==> config.mk <==
export PLATFORM = sky130hd
export DESIGN_NAME = base64url_stream_encoder_flat
export DESIGN_NICKNAME = d
export VERILOG_FILES = /design/src/hdl/b64u_pkg.sv /design/src/hdl/b64u_in_if.sv /design/src/hdl/b64u_out_if.sv /design/src/hdl/b64u_cfg_if.sv /design/src/hdl/b64u_step.sv /design/src/hdl/b64u_out_reg.sv /design/src/hdl/base64url_stream_encoder.sv /design/src/flat_wrapper.sv
export SDC_FILE = /design/constraint.sdc
export NUM_CORES = 1
export LEC_CHECK = 0
export BUFFER_PORTS_ARGS = -buffer_cell sky130_fd_sc_hd__buf_4
export CAP_MARGIN = 20
export CELL_PAD_IN_SITES_DETAIL_PLACEMENT = 0
export CELL_PAD_IN_SITES_GLOBAL_PLACEMENT = 1
export CORE_ASPECT_RATIO = 1.2
export CORE_MARGIN = 4
export CORE_UTILIZATION = 49
export DETAILED_ROUTE_END_ITERATION = 10
export PLACE_DENSITY = 0.91
export SLEW_MARGIN = 40
export SYNTH_ARGS = -nofsm -noshare
export SYNTH_HDL_FRONTEND = slang
export SYNTH_SLANG_ARGS = --single-unit
==> constraint.sdc <==
create_clock -name i_clk -period 6.9 [get_ports i_clk]
set_clock_uncertainty 0.2 [all_clocks]
set_input_delay 1.38 -clock i_clk [delete_from_list [all_inputs] [get_ports i_clk]]
set_output_delay 1.38 -clock i_clk [all_outputs]
set_load 0.05 [all_outputs]
==> src/hdl/b64u_pkg.sv <==
// Shared types, character codes and the base64url alphabet lookup for the
// base64url stream encoder. No dependencies.
`default_nettype none

package b64u_pkg;

    localparam int unsigned LIMIT_W = 16;
    localparam int unsigned CHAR_W  = 7;

    localparam logic [LIMIT_W-1:0] LIMIT_RESET = 16'd49;

    localparam logic [CHAR_W-1:0] CHAR_TERM  = 7'h3D;  // '='
    localparam logic [CHAR_W-1:0] CHAR_NONE  = 7'h00;
    localparam logic [CHAR_W-1:0] CHAR_UPPER = 7'h41;  // 'A'
    localparam logic [CHAR_W-1:0] CHAR_LOWER = 7'h61;  // 'a'
    localparam logic [CHAR_W-1:0] CHAR_DIGIT = 7'h30;  // '0'
    localparam logic [CHAR_W-1:0] CHAR_DASH  = 7'h2D;  // '-'
    localparam logic [CHAR_W-1:0] CHAR_UNDER = 7'h5F;  // '_'

    // Bits left over from earlier bytes of the run: none, two or four
    typedef enum logic [1:0] {
        LEFT_0,
        LEFT_2,
        LEFT_4
    } t_left;

    typedef struct packed {
        logic [CHAR_W-1:0]  out_char;
        logic               run_end;
        logic               overflow;
        logic [LIMIT_W-1:0] char_count;
    } t_result;

    function automatic logic [CHAR_W-1:0] b64u_char(input logic [5:0] idx);
        logic [CHAR_W-1:0] c;
        if (idx < 6'd26) begin
            c = CHAR_UPPER + {1'b0, idx};
        end else if (idx < 6'd52) begin
            c = CHAR_LOWER + {1'b0, idx} - 7'd26;
        end else if (idx < 6'd62) begin
            c = CHAR_DIGIT + {1'b0, idx} - 7'd52;
        end else if (idx == 6'd62) begin
            c = CHAR_DASH;
        end else begin
            c = CHAR_UNDER;
        end
        return c;
    endfunction

endpackage

`default_nettype wire

==> src/hdl/b64u_in_if.sv <==
// Input byte channel of the base64url encoder: valid/ready plus one byte and
// its last-byte flag. No dependencies.
`default_nettype none

interface b64u_in_if;
    logic       valid;
    logic       ready;
    logic [7:0] data_byte;
    logic       final_byte;

    modport source (output valid, output data_byte, output final_byte, input ready);
    modport sink   (input valid, input data_byte, input final_byte, output ready);
endinterface

`default_nettype wire

==> src/hdl/b64u_out_if.sv <==
// Result channel of the base64url encoder: valid/ready plus one character
// item. Depends on b64u_pkg.
`default_nettype none

interface b64u_out_if;
    import b64u_pkg::*;

    logic                valid;
    logic                ready;
    logic [CHAR_W-1:0]   out_char;
    logic                run_end;
    logic                overflow;
    logic [LIMIT_W-1:0]  char_count;

    modport source (output valid, output out_char, output run_end, output overflow,
                    output char_count, input ready);
    modport sink   (input valid, input out_char, input run_end, input overflow,
                    input char_count, output ready);
endinterface

`default_nettype wire

==> src/hdl/b64u_cfg_if.sv <==
// Configuration write channel of the base64url encoder: valid/ready plus the
// output limit. Depends on b64u_pkg.
`default_nettype none

interface b64u_cfg_if;
    import b64u_pkg::*;

    logic               valid;
    logic               ready;
    logic [LIMIT_W-1:0] out_limit;

    modport source (output valid, output out_limit, input ready);
    modport sink   (input valid, input out_limit, output ready);
endinterface

`default_nettype wire

==> src/hdl/b64u_step.sv <==
// Input register, run state and per-character result generation of the
// base64url encoder. Depends on b64u_pkg and b64u_in_if.
`default_nettype none

module b64u_step (
    input  wire logic                     i_clk,
    input  wire logic                     i_rst_n,
    b64u_in_if.sink                       i_in,
    input  wire logic [b64u_pkg::LIMIT_W-1:0] i_out_limit,
    input  wire logic                     i_res_ready,
    output logic                          o_res_valid,
    output b64u_pkg::t_result             o_res
);
    import b64u_pkg::*;

    // Held item
    logic               r_in_valid;
    logic [7:0]         r_byte;
    logic               r_final;
    logic [1:0]         r_sub;

    // Run state
    t_left              r_left;
    logic [3:0]         r_left_bits;
    logic [LIMIT_W-1:0] r_emitted;
    logic               r_dropping;

    t_left              n_left;
    logic [3:0]         n_left_bits;
    logic [LIMIT_W-1:0] n_emitted;
    logic               n_dropping;

    logic [CHAR_W-1:0]  ch0, ch1, ch2, sel_ch;
    logic [1:0]         last_idx;
    t_left              left_after;
    logic [3:0]         bits_after;
    logic [LIMIT_W:0]   count_sum;
    logic [LIMIT_W:0]   count_inc;
    logic               room;
    logic               last_sub;
    logic               step_fire;
    logic               item_done;

    // Characters this byte would give if the limit allows all of them
    always_comb begin
        ch0        = CHAR_NONE;
        ch1        = CHAR_NONE;
        ch2        = CHAR_TERM;
        left_after = LEFT_0;
        bits_after = 4'd0;
        case (r_left)
            LEFT_0: begin
                ch0        = b64u_char(r_byte[7:2]);
                ch1        = b64u_char({r_byte[1:0], 4'd0});
                left_after = LEFT_2;
                bits_after = {2'd0, r_byte[1:0]};
            end
            LEFT_2: begin
                ch0        = b64u_char({r_left_bits[1:0], r_byte[7:4]});
                ch1        = b64u_char({r_byte[3:0], 2'd0});
                left_after = LEFT_4;
                bits_after = r_byte[3:0];
            end
            LEFT_4: begin
                ch0        = b64u_char({r_left_bits, r_byte[7:6]});
                ch1        = b64u_char(r_byte[5:0]);
                left_after = LEFT_0;
                bits_after = 4'd0;
            end
            default: begin
                ch0        = CHAR_NONE;
                ch1        = CHAR_NONE;
                left_after = LEFT_0;
                bits_after = 4'd0;
            end
        endcase

        if (r_final) begin
            last_idx = 2'd2;
        end else if (r_left == LEFT_4) begin
            last_idx = 2'd1;
        end else begin
            last_idx = 2'd0;
        end

        case (r_sub)
            2'd0:    sel_ch = ch0;
            2'd1:    sel_ch = ch1;
            2'd2:    sel_ch = ch2;
            default: sel_ch = CHAR_NONE;
        endcase
    end

    assign count_sum = {1'b0, r_emitted} + {{(LIMIT_W-1){1'b0}}, r_sub};
    assign count_inc = count_sum + {{LIMIT_W{1'b0}}, 1'b1};
    assign room      = count_sum < {1'b0, i_out_limit};
    assign last_sub  = (r_sub == last_idx);

    // A dropped byte needs no result slot
    assign step_fire = r_in_valid && (r_dropping || i_res_ready);
    assign item_done = step_fire && (r_dropping || !room || last_sub);

    assign i_in.ready  = !r_in_valid || item_done;
    assign o_res_valid = r_in_valid && !r_dropping;

    always_comb begin
        if (room) begin
            o_res.out_char   = sel_ch;
            o_res.run_end    = r_final && last_sub;
            o_res.overflow   = 1'b0;
            o_res.char_count = count_inc[LIMIT_W-1:0];
        end else begin
            o_res.out_char   = CHAR_NONE;
            o_res.run_end    = 1'b1;
            o_res.overflow   = 1'b1;
            o_res.char_count = count_sum[LIMIT_W-1:0];
        end
    end

    // Run state after the held item completes
    always_comb begin
        n_left      = r_left;
        n_left_bits = r_left_bits;
        n_emitted   = r_emitted;
        n_dropping  = r_dropping;
        if (item_done) begin
            if (r_dropping) begin
                if (r_final) begin
                    n_dropping  = 1'b0;
                    n_left      = LEFT_0;
                    n_left_bits = 4'd0;
                    n_emitted   = '0;
                end
            end else if (!room || r_final) begin
                n_dropping  = !room && !r_final;
                n_left      = LEFT_0;
                n_left_bits = 4'd0;
                n_emitted   = '0;
            end else begin
                n_left      = left_after;
                n_left_bits = bits_after;
                n_emitted   = count_inc[LIMIT_W-1:0];
            end
        end
    end

    always_ff @(posedge i_clk) begin
        if (!i_rst_n) begin
            r_in_valid  <= 1'b0;
            r_sub       <= 2'd0;
            r_left      <= LEFT_0;
            r_left_bits <= 4'd0;
            r_emitted   <= '0;
            r_dropping  <= 1'b0;
        end else begin
            r_left      <= n_left;
            r_left_bits <= n_left_bits;
            r_emitted   <= n_emitted;
            r_dropping  <= n_dropping;
            if (i_in.valid && i_in.ready) begin
                r_in_valid <= 1'b1;
            end else if (item_done) begin
                r_in_valid <= 1'b0;
            end
            if (item_done) begin
                r_sub <= 2'd0;
            end else if (step_fire) begin
                r_sub <= r_sub + 2'd1;
            end
        end
    end

    always_ff @(posedge i_clk) begin
        if (i_in.valid && i_in.ready) begin
            r_byte  <= i_in.data_byte;
            r_final <= i_in.final_byte;
        end
    end

endmodule

`default_nettype wire

==> src/hdl/b64u_out_reg.sv <==
// Output register of the base64url encoder: holds one result item until the
// sink takes it. Depends on b64u_pkg and b64u_out_if.
`default_nettype none

module b64u_out_reg (
    input  wire logic              i_clk,
    input  wire logic              i_rst_n,
    input  wire logic              i_res_valid,
    input  b64u_pkg::t_result      i_res,
    output logic                   o_res_ready,
    b64u_out_if.source             o_out
);
    import b64u_pkg::*;

    logic    r_valid;
    t_result r_res;

    assign o_res_ready = !r_valid || o_out.ready;

    always_ff @(posedge i_clk) begin
        if (!i_rst_n) begin
            r_valid <= 1'b0;
        end else if (i_res_valid && o_res_ready) begin
            r_valid <= 1'b1;
        end else if (o_out.ready) begin
            r_valid <= 1'b0;
        end
    end

    always_ff @(posedge i_clk) begin
        if (i_res_valid && o_res_ready) begin
            r_res <= i_res;
        end
    end

    assign o_out.valid      = r_valid;
    assign o_out.out_char   = r_res.out_char;
    assign o_out.run_end    = r_res.run_end;
    assign o_out.overflow   = r_res.overflow;
    assign o_out.char_count = r_res.char_count;

endmodule

`default_nettype wire

==> src/hdl/base64url_stream_encoder.sv <==
// Top level of the base64url stream encoder: limit register, step unit and
// output register. Depends on b64u_pkg, the three channel interfaces,
// b64u_step and b64u_out_reg.
//
// Encodes a message, one byte per item, into URL-safe base64 characters, one
// per result item, closing each run with '=' (run_end set). A byte gives one
// or two characters, the last byte of a message up to three. A run that would
// pass out_limit characters ends with a single overflow item (out_char 0,
// run_end and overflow set) and the rest of that message is dropped. The
// result channel carries one character per cycle while the output register
// can take it; a byte is held until it has given all its results (1 to 3),
// and a dropped byte needs no result slot. A byte is first captured in the
// input register, and its results then go to the output register. The
// configuration channel is always ready; write it only while the block is idle.
`default_nettype none

module base64url_stream_encoder (
    input  wire logic    i_clk,
    input  wire logic    i_rst_n,
    b64u_in_if.sink      i_in,
    b64u_cfg_if.sink     i_cfg,
    b64u_out_if.source   o_out
);
    import b64u_pkg::*;

    logic [LIMIT_W-1:0] r_limit;
    logic               res_valid;
    logic               res_ready;
    t_result            res;

    assign i_cfg.ready = 1'b1;

    always_ff @(posedge i_clk) begin
        if (!i_rst_n) begin
            r_limit <= LIMIT_RESET;
        end else if (i_cfg.valid && i_cfg.ready) begin
            r_limit <= i_cfg.out_limit;
        end
    end

    b64u_step u_step (
        .i_clk       (i_clk),
        .i_rst_n     (i_rst_n),
        .i_in        (i_in),
        .i_out_limit (r_limit),
        .i_res_ready (res_ready),
        .o_res_valid (res_valid),
        .o_res       (res)
    );

    b64u_out_reg u_out_reg (
        .i_clk       (i_clk),
        .i_rst_n     (i_rst_n),
        .i_res_valid (res_valid),
        .i_res       (res),
        .o_res_ready (res_ready),
        .o_out       (o_out)
    );

    a_overflow_ends_run: assert property (@(posedge i_clk) disable iff (!i_rst_n)
        o_out.valid && o_out.overflow |-> o_out.run_end && o_out.out_char == CHAR_NONE)
        else $error("overflow item without run end or with a character");

    a_term_iff_end: assert property (@(posedge i_clk) disable iff (!i_rst_n)
        o_out.valid && !o_out.overflow |-> o_out.run_end == (o_out.out_char == CHAR_TERM))
        else $error("terminator and run end disagree");

    a_count_nonzero: assert property (@(posedge i_clk) disable iff (!i_rst_n)
        o_out.valid && !o_out.overflow |-> o_out.char_count != '0)
        else $error("character item with zero count");

endmodule

`default_nettype wire

==> src/flat_wrapper.sv <==
// flat-port wrapper written by rule: the top's interface ports become plain ports
module base64url_stream_encoder_flat import b64u_pkg::*;
  (i_clk, i_rst_n, i_in_valid, i_in_data_byte, i_in_final_byte, i_in_ready, i_cfg_valid, i_cfg_out_limit, i_cfg_ready, o_out_valid, o_out_out_char, o_out_run_end, o_out_overflow, o_out_char_count, o_out_ready);
  b64u_in_if i_in_i ();
  b64u_cfg_if i_cfg_i ();
  b64u_out_if o_out_i ();
  input  wire logic i_clk;
  input  wire logic i_rst_n;
  input wire logic [$bits(i_in_i.valid)-1:0] i_in_valid;
  input wire logic [$bits(i_in_i.data_byte)-1:0] i_in_data_byte;
  input wire logic [$bits(i_in_i.final_byte)-1:0] i_in_final_byte;
  output wire logic [$bits(i_in_i.ready)-1:0] i_in_ready;
  input wire logic [$bits(i_cfg_i.valid)-1:0] i_cfg_valid;
  input wire logic [$bits(i_cfg_i.out_limit)-1:0] i_cfg_out_limit;
  output wire logic [$bits(i_cfg_i.ready)-1:0] i_cfg_ready;
  output wire logic [$bits(o_out_i.valid)-1:0] o_out_valid;
  output wire logic [$bits(o_out_i.out_char)-1:0] o_out_out_char;
  output wire logic [$bits(o_out_i.run_end)-1:0] o_out_run_end;
  output wire logic [$bits(o_out_i.overflow)-1:0] o_out_overflow;
  output wire logic [$bits(o_out_i.char_count)-1:0] o_out_char_count;
  input wire logic [$bits(o_out_i.ready)-1:0] o_out_ready;
  assign i_in_i.valid = i_in_valid;
  assign i_in_i.data_byte = i_in_data_byte;
  assign i_in_i.final_byte = i_in_final_byte;
  assign i_in_ready = i_in_i.ready;
  assign i_cfg_i.valid = i_cfg_valid;
  assign i_cfg_i.out_limit = i_cfg_out_limit;
  assign i_cfg_ready = i_cfg_i.ready;
  assign o_out_valid = o_out_i.valid;
  assign o_out_out_char = o_out_i.out_char;
  assign o_out_run_end = o_out_i.run_end;
  assign o_out_overflow = o_out_i.overflow;
  assign o_out_char_count = o_out_i.char_count;
  assign o_out_i.ready = o_out_ready;
  base64url_stream_encoder u_core (.i_clk(i_clk), .i_rst_n(i_rst_n), .i_in(i_in_i), .i_cfg(i_cfg_i), .o_out(o_out_i));
endmodule
; Word-level counts from Yosys, hierarchy flattened
; Index checks and enable logic that the tools add are counted.
[totals]
regBits = 77
input_bits = 30
out_inout_bits = 28
[op_classes]
addsub = 33
n_lt_le_gt_ge = 19
n_eq_ne = 10
mux = 46
n_bitwise = 1
reduce_logical = 24
[op_table]
columns = operator, count
row1 = 7-bit 2-to-1 mux, 22
row2 = 7-bit by 6-bit adder with 7-bit output (first input constant), 12
row3 = 6-bit less-than comparator (second input constant), 12
row4 = 7-bit case mux with 3 select lines, 3
row5 = 16-bit 2-to-1 mux, 3
row6 = 6-bit by 6-bit adder with 7-bit output (first input constant), 6
row7 = 7-bit by 5-bit subtractor with 7-bit output (second input constant), 6
row8 = 7-bit by 6-bit subtractor with 7-bit output (second input constant), 6
row9 = 6-bit by 5-bit less-than comparator with 1-bit output (second input constant), 6
row10 = 6-bit == test (second input constant), 4
row11 = 16-bit by 2-bit adder with 17-bit output, 1
row12 = 17-bit by 16-bit less-than comparator with 1-bit output, 1
row13 = 17-bit 2-to-1 mux, 1
row14 = 16-bit by 1-bit adder with 16-bit output (second input constant), 1
row15 = 4-bit 2-to-1 mux, 3
row16 = 1-bit 2-to-1 mux, 8
row17 = 2-bit 2-to-1 mux, 4
row18 = 4-bit case mux with 2 select lines, 1
row19 = 1-bit logical AND, 7
row20 = 1-bit logical OR, 6
row21 = 1-bit zero test, 5
row22 = 2-bit by 1-bit == test with 1-bit output (second input constant), 2
row23 = 2-bit == test (second input constant), 2
row24 = 2-bit zero test, 2
row25 = 8 further kinds, 9

; Longest topological paths before layout
[logic_depth]
word_depth = 9
mapped_depth = 18

; Modules after synthesis
; A second synthesis with hierarchy kept.
[unflattened]
cells_unflattened = 716
hier_area_um2 = 6139.6
[modules_own_cells]
columns = module, instances, cells_per_inst, area_each_um2
row1 = b64u_step, 1, 633, 4712.0
row2 = b64u_out_reg, 1, 30, 808.3
row3 = base64url_stream_encoder, 1, 53, 619.3

; Least setup slack after synthesis
; No wires, ideal clock.
[synth_timing]
kind = reg2out
from = register u_core.u_step.r_sub[0]
to = output i_in_ready
arrival_ps = 3911
required_time_ps = 5320
slack_ps = 1409
stages_incl_launch_ff = 16
cell_sequence = dfxtp_1 > ha_1 > fa_1 > buf_6 > nand2_1 > nor3_2 > nand2_1 > xor2_1 > inv_1 > ha_1 > nand3_1 > nor3_1 > o21ai_0 > nand4_1 > nor3_1 > o21ai_0
[synth_via]
elab_chain_len = 7
elab_cells_between_ends = 8
[synth_lines]
columns = element, line
row1 = "start, declared", b64u_step.sv:20  ; logic [1:0] r_sub;
row2 = "start signal, assigned", b64u_step.sv:168  ; r_sub <= r_sub + 2'd1;
row3 = 16-bit by 2-bit adder with 17-bit output, b64u_step.sv:94  ; assign count_sum = {1'b0, r_emitted} + {{(LIMIT_W-1){1'b0}}, r_sub};
row4 = 17-bit by 16-bit less-than comparator with 1-bit output, b64u_step.sv:96  ; assign room = count_sum < {1'b0, i_out_limit};
row5 = 1-bit zero test, b64u_step.sv:101  ; assign item_done = step_fire && (r_dropping || !room || last_sub);
row6 = 1-bit logical OR, b64u_step.sv:101
row7 = 1-bit logical OR *, b64u_step.sv:101
row8 = 1-bit logical AND *, b64u_step.sv:101
row9 = 1-bit logical OR *, b64u_step.sv:103  ; assign i_in.ready = !r_in_valid || item_done;
row10 = "end, declared", flat_wrapper.sv:12  ; output wire logic [$bits(i_in_i.ready)-1:0] i_in_ready;
; Every way passes the cells marked *; elsewhere a longest branch is shown, timed or not.

; Worst setup path after layout
; Same ends and word-level chain as after synthesis.

==> flow_summary.json <==
{
  "synth.yosys.seq_area_share_pct": 31.0,
  "placed_area_um2": 6530,
  "worst_setup_path_start_kind": "register",
  "synth_seq_cells": 77,
  "end_kind": "output port",
  "hpwlAfterDp_um": 12200,
  "overflow": 0,
  "cts_sinks": 77,
  "rsz0062_at_grt": "false",
  "whs_endpoint": "u_core.r_limit[0]",
  "groute.usage.overall_pct": 23.4,
  "drt_iter0_drc": 267,
  "tightest_slew_ns": 0.761,
  "fin_nets": 821,
  "drc_errors": 0,
  "clk_pin_slew_ns": 0.06,
  "synth_cell_types": 75,
  "crit_path_max_incr_delay_ns": 0.54,
  "cp_slowest_cell": "fa_1",
  "clock_latency_ns": 0.33,
  "hold_class": "register to register",
  "drive_gt1_share_pct": 12.5,
  "grt_pass1_vias": 5373,
  "grt_max_degree": 28,
  "syn-cell-area_um2": 6070,
  "antenna_found_initial": 0,
  "finalCritPeriodShare_pct": 85.6,
  "period_minus_slack_ns": 5.91,
  "synth-edff-count": 34,
  "antenna_cells": 0,
  "cap_violations": 0,
  "r2r_setup_slack_ns": 1.58,
  "timing.hold.worst.start": "u_core.r_limit[0]",
  "crit_fanout": 10,
  "row_count": 44,
  "final_common_cell": "buf_4",
  "hold_viol": 0,
  "async_flop_share_pct": 0,
  "routedWlPerCell_um": 17.6,
  "cts-root-buf": "clkbuf_16",
  "port_buffers": 56,
  "grt_pass1_wl_um": 26200,
  "p_leak_nw": 2.74,
  "vias_per_cell": 5.95,
  "reg2reg_from": "u_core.u_step.r_sub[0]",
  "hold_depth": 2,
  "synthCells": 720,
  "tns_ns": 0,
  "drv_slew": 0,
  "dr.pass1.iters": 4,
  "antenna_left": 0,
  "required_ns": 5.32,
  "core_area_um2": 12100,
  "crit_family": "adder cells",
  "post_cts_resized": 0,
  "final_cell_area_um2": 6810,
  "routed_wl_um": 16100,
  "cts_inserted_buffers": 9,
  "path_buf_inv": 2,
  "htreeDepth": 3,
  "finalSetupViolCount": 0,
  "fmax_ghz": 0.169,
  "mostFrequentLayoutCells": "60 x buf_4, 56 x nand2_1, 48 x inv_1",
  "critPathKind": "register to output port",
  "syn_area_per_cell_um2": 8.44,
  "ir_drop_mv": 0.145,
  "start_util_pct": 50.1,
  "status": "complete, no violations",
  "postCtsHoldBufs": 0,
  "pin_count": 58,
  "cp.arrival_ns": 4.33,
  "gp_congestion": 0.931,
  "dr_total_vias": 5422,
  "rr_endpoint": "u_core.u_step.r_emitted[11]",
  "tritoncts": "built",
  "path_cells": "ha_1 -> fa_1 -> nand2_1 -> nor3_2 -> nand2_1 -> xor2_1 -> inv_1 -> ha_1 -> a21o_1 -> a21oi_1 -> o21a_1 -> nand4_1 -> nor3_1 -> o21ai_0 -> buf_4",
  "powerDensity_nw_per_um2": 174,
  "dieArea_um2": 14200,
  "worst-r2r-cell-count": 16,
  "synth_fp_nets": 795,
  "ys.flop_type": "dfxtp_1",
  "fp.dieH_um": 130,
  "chipWidth_um": 110,
  "yosys_warnings": 0,
  "area_delta_synth_final_pct": 12.1,
  "postCtsSetupRepairBufs": 0,
  "max_slew_margin_pct": 48.9,
  "clockBufferDepth": 2
}
-- stage by stage --
stage	cells	hold slack [ns]	total power, mW	util (%)	setup slack, ns
2_1_floorplan	720	0.233	0.681	-	1.41
6_report	912	0.287	1.19	56.2	0.994
3_5_place_dp	896	0.272	0.751	53.9	1.37
4_1_cts	912	0.288	1.19	56.2	0.984
5_1_grt	912	0.301	1.24	56.2	0.643
3_3_place_gp	896	0.259	0.748	53.9	1.51
-- worst max-delay path by stage --
| stage | depth (start not counted) | startpoint | slack (ns) | to |
|---|---|---|---|---|
| 2_1_floorplan | 15 | u_core.u_step.r_sub[0] | 1.41 | i_in_ready |
| 3_3_place_gp | 15 | u_core.u_step.r_sub[0] | 1.51 | i_in_ready |
| 3_5_place_dp | 15 | u_core.u_step.r_sub[0] | 1.37 | i_in_ready |
| 4_1_cts | 15 | u_core.u_step.r_sub[0] | 0.98 | i_in_ready |
| 5_1_grt | 15 | u_core.u_step.r_sub[0] | 0.64 | i_in_ready |
| 6_report | 15 | u_core.u_step.r_sub[0] | 0.99 | i_in_ready |
-- where the power goes --
group	switching, mW	internal (mW)	leakage [nW]
sequential	0.0239	0.500	0.685
combinational	0.138	0.0814	1.92
clock	0.200	0.244	0.126
total	0.361	0.826	2.74
-- sequential cells by signal, summed over array words and instances (netlist names), 2 cells and up --
register                           count
u_core.r_limit                        16
u_core.u_out_reg.o_out.char_count     16
u_core.u_step.r_emitted               16
u_core.u_step.r_byte                   8
u_core.u_out_reg.o_out.out_char        7
u_core.u_step.r_left_bits              4
u_core.u_step.r_left                   2
u_core.u_step.r_sub                    2
-- metal layers --
metal	vias up	global-route usage, %	wire (µm)
met2	173	41.9	8280
li1	2635	-	-
met4	0	11.9	661
met1	2566	26.7	6470
met3	48	3.61	676
met5	-	0	0
-- cells by family after synthesis --
logic type	share of synthesized area, %
simple gates	21.3
other cells	0.0617
flops	31.0
xor+xnor	8.36
buf+inv	6.37
fa+ha+maj	9.39
compound gates	20.7
mux	2.80
-- Yosys cell counts (2+ instances only) --
| library cell | instances | area share, % |
|---|---|---|
| nand2_1 | 56 | 3.5 |
| inv_1 | 48 | 3.0 |
| ha_1 | 44 | 9.1 |
| xnor2_1 | 44 | 6.3 |
| dfxtp_1 | 43 | 14 |
| a21oi_1 | 42 | 3.5 |
| o21ai_0 | 39 | 3.2 |
| edfxtp_1 | 34 | 17 |
| clkbuf_1 | 32 | 2.0 |
| nor2_1 | 31 | 1.9 |
| nand3_1 | 30 | 2.5 |
| nor2b_1 | 30 | 3.1 |
| nor3_1 | 28 | 2.3 |
| a22o_1 | 17 | 2.5 |
| mux2i_1 | 17 | 2.8 |
| nand2b_1 | 14 | 1.4 |
| o211ai_1 | 13 | 1.6 |
| a31oi_1 | 12 | 1.2 |
| a21o_1 | 11 | 1.4 |
| xor2_1 | 9 | 1.3 |
| nand4_1 | 8 | 0.82 |
| and2_1 | 7 | 0.72 |
| o22ai_1 | 7 | 0.72 |
| a21boi_0 | 6 | 0.74 |
| nand3b_1 | 6 | 0.74 |
| nor4_1 | 6 | 0.62 |
| a211oi_1 | 5 | 0.62 |
| buf_2 | 5 | 0.41 |
| a32o_1 | 4 | 0.66 |
| o21a_1 | 4 | 0.49 |
| or3_1 | 4 | 0.41 |
| and3_1 | 3 | 0.31 |
| buf_1 | 3 | 0.19 |
| buf_6 | 3 | 0.56 |
| nor3_2 | 3 | 0.49 |
| nor3b_1 | 3 | 0.37 |
| o31ai_1 | 3 | 0.37 |
| a221oi_1 | 2 | 0.29 |
| a22oi_1 | 2 | 0.25 |
| a32oi_1 | 2 | 0.29 |
| nand4b_1 | 2 | 0.29 |
| o2111ai_1 | 2 | 0.29 |
| o221ai_1 | 2 | 0.29 |
| o311ai_0 | 2 | 0.29 |
| or4_4 | 2 | 0.37 |
-- worst register-to-register path, delay by kind of cell, from the launching register on --
kind / cells / cell delay, ns
AO/OA/AOI/OAI: 5 / 1.30
XOR/XNOR: 1 / 0.44
adder cells (fa/ha/maj): 3 / 1.15
buffers and inverters: 2 / 0.36
flip-flops: 1 / 0.41
AND/OR/NAND/NOR: 5 / 1.41
-- cell type report --
cell class                 count  area, µm²
inverter                      49        184
timing repair buffer          60        450
multi-input combinational    549       3810
tap                          161        201
clock inverter                 7       50.0
fill                        1134       5310
clock buffer                   9        225
sequential                    77       1880
Power figures use the tool's default switching activity.
